## src/rtl/baro_pkg.sv

```systemverilog
// Shared types and constants for the barometric sensor compensation block.
// No dependencies; every other file in rtl/ refers to this package by scoped name.
package baro_pkg;

    localparam int RAW_W     = 24;
    localparam int COEF_W    = 16;
    localparam int TEMP_W    = 19;
    localparam int PRES_W    = 32;
    localparam int STATUS_W  = 2;
    localparam int CFG_IDX_W = 3;

    // Temperature thresholds in hundredths of a degree and the pressure limit in Pa.
    localparam int TEMP_REF    = 2000;
    localparam int FROST_TEMP  = -1500;
    localparam int FROST_OFS   = 1500;
    localparam int PRES_LIMIT  = 120000;

    typedef enum logic [CFG_IDX_W-1:0] {
        CFG_SENS_T1,
        CFG_OFF_T1,
        CFG_SENS_TCS,
        CFG_OFF_TCO,
        CFG_REF_TEMP,
        CFG_TEMP_SENS
    } cfg_idx_t;

    typedef enum logic [STATUS_W-1:0] {
        STATUS_OK,
        STATUS_ZERO,
        STATUS_RANGE
    } status_t;

    typedef struct packed {
        logic [COEF_W-1:0] sens_t1;
        logic [COEF_W-1:0] off_t1;
        logic [COEF_W-1:0] sens_tcs;
        logic [COEF_W-1:0] off_tco;
        logic [COEF_W-1:0] ref_temp;
        logic [COEF_W-1:0] temp_sens;
    } coef_t;

    localparam coef_t COEF_RESET = '{
        sens_t1:   16'd40127,
        off_t1:    16'd36924,
        sens_tcs:  16'd23317,
        off_tco:   16'd23282,
        ref_temp:  16'd33464,
        temp_sens: 16'd28312
    };

endpackage

```

## src/rtl/baro_cfg_if.sv

```systemverilog
// Configuration write channel: register index and write data per word.
// Depends on baro_pkg for field widths.
interface baro_cfg_if;
    logic                             valid;
    logic                             ready;
    logic [baro_pkg::CFG_IDX_W-1:0]   index;
    logic [baro_pkg::COEF_W-1:0]      data;

    modport source (output valid, output index, output data, input ready);
    modport sink   (input valid, input index, input data, output ready);
endinterface

```

## src/rtl/baro_cfg_regs.sv

```systemverilog
// Calibration coefficient register file written through the configuration channel.
// Depends on baro_pkg and baro_cfg_if.
module baro_cfg_regs
(
    input  logic               clk,
    input  logic               rst_n,
    baro_cfg_if.sink           cfg,
    output baro_pkg::coef_t    coef
);

    baro_pkg::coef_t coef_reg;
    baro_pkg::coef_t coef_next;

    assign cfg.ready = 1'b1;
    assign coef      = coef_reg;

    // Writes to an index past the last coefficient are dropped.
    always_comb
    begin
        coef_next = coef_reg;
        if (cfg.valid)
        begin
            case (cfg.index)
                baro_pkg::CFG_SENS_T1:   coef_next.sens_t1   = cfg.data;
                baro_pkg::CFG_OFF_T1:    coef_next.off_t1    = cfg.data;
                baro_pkg::CFG_SENS_TCS:  coef_next.sens_tcs  = cfg.data;
                baro_pkg::CFG_OFF_TCO:   coef_next.off_tco   = cfg.data;
                baro_pkg::CFG_REF_TEMP:  coef_next.ref_temp  = cfg.data;
                baro_pkg::CFG_TEMP_SENS: coef_next.temp_sens = cfg.data;
                default:                 coef_next = coef_reg;
            endcase
        end
    end

    always_ff @(posedge clk or negedge rst_n)
    begin
        if (!rst_n)
        begin
            coef_reg <= baro_pkg::COEF_RESET;
        end
        else
        begin
            coef_reg <= coef_next;
        end
    end

endmodule

```

## src/flat_wrapper.sv

```systemverilog
// flat-port wrapper written by rule: the top's interface ports become plain ports
module baro_cfg_regs_flat 
  (clk, rst_n, coef, cfg_valid, cfg_index, cfg_data, cfg_ready);
  baro_cfg_if cfg_i ();
  input  logic clk;
  input  logic rst_n;
  output baro_pkg::coef_t coef;
  input wire logic [$bits(cfg_i.valid)-1:0] cfg_valid;
  input wire logic [$bits(cfg_i.index)-1:0] cfg_index;
  input wire logic [$bits(cfg_i.data)-1:0] cfg_data;
  output wire logic [$bits(cfg_i.ready)-1:0] cfg_ready;
  assign cfg_i.valid = cfg_valid;
  assign cfg_i.index = cfg_index;
  assign cfg_i.data = cfg_data;
  assign cfg_ready = cfg_i.ready;
  baro_cfg_regs u_core (.clk(clk), .rst_n(rst_n), .cfg(cfg_i), .coef(coef));
endmodule
```

## config.mk

```make
export PLATFORM = sky130hd
export DESIGN_NAME = baro_cfg_regs_flat
export DESIGN_NICKNAME = d
export VERILOG_FILES = /design/src/rtl/baro_pkg.sv /design/src/rtl/baro_cfg_if.sv /design/src/rtl/baro_cfg_regs.sv /design/src/flat_wrapper.sv
export SDC_FILE = /design/constraint.sdc
export NUM_CORES = 1
export LEC_CHECK = 0
export ABC_AREA = 1
export BUFFER_PORTS_ARGS = -buffer_cell sky130_fd_sc_hd__buf_2
export CAP_MARGIN = 40
export CORE_ASPECT_RATIO = 2
export CORE_MARGIN = 4
export CORE_UTILIZATION = 40
export DETAILED_ROUTE_END_ITERATION = 7
export HOLD_SLACK_MARGIN = 0.08
export PLACE_DENSITY = 0.64
export SLEW_MARGIN = 30
export SYNTH_ARGS = -nofsm -noshare
export SYNTH_HDL_FRONTEND = slang
export SYNTH_SLANG_ARGS = --single-unit
```

## constraint.sdc

```tcl
create_clock -name clk -period 1.7 [get_ports clk]
set_clock_uncertainty 0.05 [all_clocks]
set_input_delay 0.34 -clock clk [delete_from_list [all_inputs] [get_ports clk]]
set_output_delay 0.34 -clock clk [all_outputs]
set_load 0.005 [all_outputs]
```

==> key figures, run 1 <==
Outcome
  – Status: completed

Setup path
  – Crit end category: primary output
  – Crit path max-delay family: flip-flops
  – CP Buf/Inv Count: 1
  – Crit-path max cell delay: between 0.5 and 0.6 ns
  – Worst EP arrival: 1.00 ns
  – Startpoint types: flip-flop
  – CP required: 1.31 ns
  – Crit-path cells: buf_2
  – Worst-path maximum fanout: 2
  – Critical path class: flip-flop to primary output
  – CP max-delay cell: dfstp_2

Clocking
  – Clock Tree Buf Depth: 2
  – PostCTS Resize Cnt: 0
  – CTS root buf: clkbuf_16
  – Clk sinks: 96
  – Clock Latency Late Sink: 0.33 ns
  – Hold_buf cts: 1
  – CTS tree: done
  – Post-CTS setup buffers: 0
  – Htree depth: 3
  – TritonCTS Buffers: 9
  – Clk slew on worst S/H paths: about 0.060 ns

Yosys
  – Unique masters post-synth: 14
  – Cells after Synth: approximately 430
  – Avg Inst Size Synth: 9.02 um^2
  – Synth top area share: 32.7%
  – Ranking of synthesized cells by area: dfstp_2 (33%), dfrtp_1 (31%), nand2_1 (23%)
  – Top cell type by total area after synthesis: dfstp_2
  – Number of synthesis warnings: 0
  – Net count after synthesis: 449
  – Seq/Total Area, Yosys: 63.9%
  – Synth Register Bits: 96
  – Syn Std Cell Area: 3850 um^2

Cells and area
  – Most common cell after layout, fill and taps aside: nand2_1
  – Area grow syn2layout: 25.6%
  – Final cell area excluding filler cells: 4840 um^2
  – Antenna diodes: 0
  – Final Non-Filler Cells: 656
  – Flip-flop count of the largest register after layout: between 90 and 100
  – Core Util, Final: 51.5%
  – Most frequent cells in the layout: nand2_1 (231), buf_2 (116), nand3_1 (64), dfrtp_1 (48), dfstp_2 (48)
  – Final-stage net count: 569
  – Layout cells sized above 1: between 30% and 40%

Global routing
  – Grt ovf: 0
  – GRT Util Overall: about a fifth
  – First-pass GRT wire length: 18.0 mm
  – Vias in the first global route: 3307
  – Pin count of the biggest net entering global routing: 97
  – Initial antenna violation count: 0

Detailed routing
  – Wire per inst: between 15 and 20 um
  – Drt drc: 0
  – Antenna violation net count after detailed routing: 0
  – Routed vias: between 3000 and 4000
  – DRT Wirelength: 11.2 mm
  – Vias per inst: 5.05
  – DRT Pass-1 Iters: 4
  – DR iter-0 viols: 202

Placement
  – PortBufs: around 120
  – Placed cells: 639
  – Dpl cell area: 4560 um^2
  – HPWL Detailed: 8.11 mm
  – GPL Wtd Cong: 0.776
  – Pre-CTS setup slack: about 0.16 ns

Min path
  – HP Class: primary input to flip-flop

Floorplan
  – Core Box Area: 9380 um^2
  – Die width: roughly 77 um
  – Initial Util: 41.0%
  – Die area: 11400 um^2
  – Io pins: 119
  – DIE HEIGHT: 147 um
  – Site row count: 50

Timing
  – Final Hold Violating Endpoints: 0
  – Worst Hold Slack: between 0.2 and 0.25 ns
  – Unrepaired setup endpoints after global routing: false
  – Rel. slew slack: 63.5%
  – Worst setup margin: slightly above 0.3 ns
  – Fmax: around 720 MHz
  – Setup TNS Final: 0 ns
  – # setup viols final: 0
  – Worst slew pin tran: 0.546 ns
  – Final Cycle Share: 81.7%
  – Tmin final: 1.39 ns
  – Final max-slew violation count: 0

Run
  – Max Cap Viol: 0

Power
  – Sw frac: 28.3%
  – LEAKAGE: 2.69 nW
  – Pwr Density: 1260 nW/um^2
  – Total power: 6.07 mW
  – IR drop worst, VDD: between 0.6 and 0.7 mV
  – Sequential Power Share: between 50% and 60%
  – Switch Pwr: 1.72 mW
  – P_int: ~4.4 mW
  – Clock power frac: 29.9%
  – Comb pwr share: between 10% and 20%
[cell families after synthesis]
kind of cell | share of synthesized area, %
buf+inv | 3.28
flops | 63.9
simple gates | 32.7
other cells | 0.0974
[power by group through the flow]
stage	logic (mW)	clock network, mW	registers [mW]
after global placement	1.12	0	3.15
after global routing	1.28	1.99	3.18
final	1.13	1.82	3.13
after CTS	1.16	1.88	3.13
after floorplan	0.418	0	3.16
after detailed placement	1.15	0	3.16
[path summary, 6_finish.rpt]
path	cells after the start	slack [ns]	from	endpoint
setup / recovery	1	0.31	u_core.coef[68]	coef[68]
hold reg to reg	2	0.41	u_core.coef[91]	u_core.coef[91]
min in group asynchronous	3	0.53	rst_n	u_core.coef[2]
setup reg to reg	2	0.90	u_core.coef[19]	u_core.coef[19]
hold / removal	3	0.22	cfg_data[7]	u_core.coef[7]
max in group asynchronous	3	0.64	rst_n	u_core.coef[21]
[per-layer routing]
| layer | routed length [um] | share of wire, % | vias up | global-route usage, % |
|---|---|---|---|---|
| li1 | - | - | 1573 | - |
| met1 | 4200 | 37 | 1615 | 23.4 |
| met2 | 6250 | 56 | 103 | 37.9 |
| met3 | 503 | 4.5 | 21 | 3.93 |
| met4 | 264 | 2.4 | 0 | 7.58 |
| met5 | 0 | 0 | - | 0 |
[synthesized netlist by cell type, drive strengths merged]
cell type,instances
nand3,64
conb,1
nor2,6
dfstp,48
dfrtp,48
buf,18
nand2,234
inv,6
clkbuf,2
[final cells by class]
class	instances	area [um^2]
fillers	915	4550
well taps	104	130
repair buffers	129	693
inverters	6	22.5
clock buffers	10	229
flip-flops and latches	96	2460
clock inverters	6	36.3
multi-input cells	305	1260
(Power assumes the default switching activity.)
==> run 2, diff against run 1 <==
Settings changed: PLACE_DENSITY 0.64 to 0.66.
Clock period 1.7 ns to 1.2 ns, I/O delays scaled along.
==> run 2 against run 1 <==
- the flow now finishes with violations (setup timing)
- die area unchanged
- design area increased by 7.5%
- clock-buffer cell count increased by 3
- sequential share of layout area decreased by 3.5 points
- combinational power increased by 67%
- flip-flop and latch count unchanged
- non-clock buffer count increased by 15
- sequential power increased by 42%
- critical path depth unchanged
- global-route usage about the same
- critical path type unchanged
- highest routed layer unchanged
==> key figures, run 2 (synthesis results as in run 1) <==
Detailed routing
  – DR iter-0 viols: 229 (was 202)
  – Drt drc: 0 (unchanged)
  – Antenna violation net count after detailed routing: 0 (unchanged)
  – Wire per inst: 16.9 um (was 17.1 um)
  – Routed vias: 3365 (was 3312)
  – DRT Pass-1 Iters: 4 (unchanged)
  – DRT Wirelength: 11.4 mm (was 11.2 mm)
  – Vias per inst: 5.01 (was 5.05)

Placement
  – Placed cells: 647 (was 639)
  – PortBufs: 117 (unchanged)
  – GPL Wtd Cong: 0.824 (was 0.776)
  – HPWL Detailed: 8.18 mm (was 8.11 mm)
  – Pre-CTS setup slack: -0.0439 ns (was 0.156 ns)

Min path
  – HP Class: primary input to flip-flop (unchanged)

Power
  – LEAKAGE: 2.83 nW (was 2.69 nW)
  – Pwr Density: 1760 nW/um^2 (was 1260 nW/um^2)
  – IR drop worst, VDD: 0.968 mV (was 0.631 mV)

Cells and area
  – Area grow syn2layout: 35.0% (was 25.6%)
  – Final-stage net count: 584 (was 569)
  – Flip-flop count of the largest register after layout: 96 (unchanged)
  – Layout cells sized above 1: 38.1% (was 37.0%)
  – Core Util, Final: 55.4% (was 51.5%)
  – # fillers: 871 (was 915)
  – Most common cell after layout, fill and taps aside: nand2_1 (unchanged)
  – Antenna diodes: 0 (unchanged)
  – Most frequent cells in the layout: nand2_1 (231), buf_2 (91), nand3_1 (64), dfrtp_1 (48), dfstp_2 (48) (was nand2_1 (231), buf_2 (116), nand3_1 (64), dfrtp_1 (48), dfstp_2 (48))
  – Final Non-Filler Cells: 671 (was 656)

Timing
  – Final Cycle Share: 108%
  – Worst setup margin: -0.0928 ns (was 0.312 ns)
  – Final Hold Violating Endpoints: 0 (unchanged)
  – Unrepaired setup endpoints after global routing: true (was false)
  – Fmax: 774 MHz
  – Worst Hold Slack: 0.125 ns (was 0.225 ns)
  – Setup TNS Final: -2.95 ns (was 0 ns)
  – # setup viols final: 48 (was 0)
  – Final max-slew violation count: 0 (unchanged)
  – Tmin final: 1.29 ns

Floorplan
  – Die area: 11400 um^2 (unchanged)
  – Site row count: 50 (unchanged)
  – Io pins: 119 (unchanged)
  – DIE HEIGHT: 147 um (unchanged)
  – Initial Util: 41.0% (unchanged)
  – Core Box Area: 9380 um^2 (unchanged)
  – Die width: 77.4 um (unchanged)

Clocking
  – CTS root buf: clkbuf_16 (unchanged)
  – Clk sinks: 96 (unchanged)
  – Htree depth: 3 (unchanged)
  – Clk slew on worst S/H paths: 0.06 ns (about the same)
  – CTS tree: done (unchanged)
  – Clock Tree Buf Depth: 2 (unchanged)
  – TritonCTS Buffers: 9 (unchanged)
  – Clock Latency Late Sink: 0.34 ns (was 0.33 ns)

Setup path
  – CP max-delay cell: dfstp_2 (unchanged)
  – CP Buf/Inv Count: 1 (unchanged)
  – CP required: 0.91 ns (was 1.31 ns)
  – Startpoint types: flip-flop (unchanged)
  – Crit path max-delay family: flip-flops (unchanged)
  – Critical path class: flip-flop to primary output (unchanged)
  – Crit-path max cell delay: 0.56 ns (was 0.55 ns)
  – Crit-path cells: buf_2 (unchanged)
  – Crit end category: primary output (unchanged)
  – Worst-path maximum fanout: 2 (unchanged)
  – Reg2Reg Setup Slack: 0.34 ns (was 0.90 ns)
  – Worst EP arrival: 1.00 ns (about the same)

Global routing
  – Vias in the first global route: 3314 (was 3307)
  – Grt ovf: 0 (unchanged)
  – GRT Util Overall: 20.7% (about the same)
  – Pin count of the biggest net entering global routing: 56 (was 97)
  – Initial antenna violation count: 0 (unchanged)
  – First-pass GRT wire length: 18.0 mm (about the same)

Outcome
  – Failing checks: setup timing
  – Status: complete, but fails checks (was completed)

Run
  – Max Cap Viol: 0 (unchanged)
## run 2: cell count changes in the layout (fill, tap and decap cells not counted), sizes merged
cell and change:
bufinv +1, clkinv -4, buf +15, clkbuf +3
## run 2: final cells by class
| type | count | area (um^2) | share of cell area, % |
|---|---|---|---|
| Clock inverter | 3 | 42.5 | 0.818 |
| Tap cell | 104 | 130 | 2.50 |
| Clock buffer | 13 | 240 | 4.62 |
| Inverter | 6 | 22.5 | 0.433 |
| Multi-Input combinational cell | 305 | 1260 | 24.3 |
| Timing Repair Buffer | 144 | 1040 | 20.0 |
| Sequential cell | 96 | 2460 | 47.4 |
## run 2: worst paths after layout
| kind | cells after the start | endpoint | from |
|---|---|---|---|
| min in group asynchronous | 3 | u_core.coef[45] | rst_n |
| setup / recovery | 1 | coef[37] | u_core.coef[37] |
| setup reg to reg | 3 | u_core.coef[76] | u_core.coef[76] |
| max in group asynchronous | 3 | u_core.coef[83] | rst_n |
| hold / removal | 3 | u_core.coef[46] | cfg_data[14] |
| hold reg to reg | 2 | u_core.coef[84] | u_core.coef[84] |
## run 2: stage by stage
step / cell area [um^2] / power, mW
CTS: 5060 / 9.04
floorplan: 3850 / 5.07
global placement: 4700 / 6.08
detailed placement: 4700 / 6.15
global route: 5200 / 9.60
finish: 5200 / 9.13
## run 2: layer usage
layer  part of all wire, %  vias up  track usage (%)
li1                      -     1599                -
met1                    37     1617             22.7
met2                    54      124             37.4
met3                   4.9       25             3.93
met4                   3.7        0             10.2
met5                     0        -                0
## run 2: what timing repair did
item	in CTS	in global routing
gates cloned	0	0
buffers inserted	2	5
setup endpoints to repair	48	49
hold buffers	1	0
resized for setup	9	16
hold endpoints to repair	65	0
## run 2: where the power goes
group / leakage, nW / internal [mW] / switching, mW
sequential: 1.11 / 4.07 / 0.394
clock: 0.134 / 1.62 / 1.16
combinational: 1.59 / 0.968 / 0.921
total: 2.83 / 6.65 / 2.47
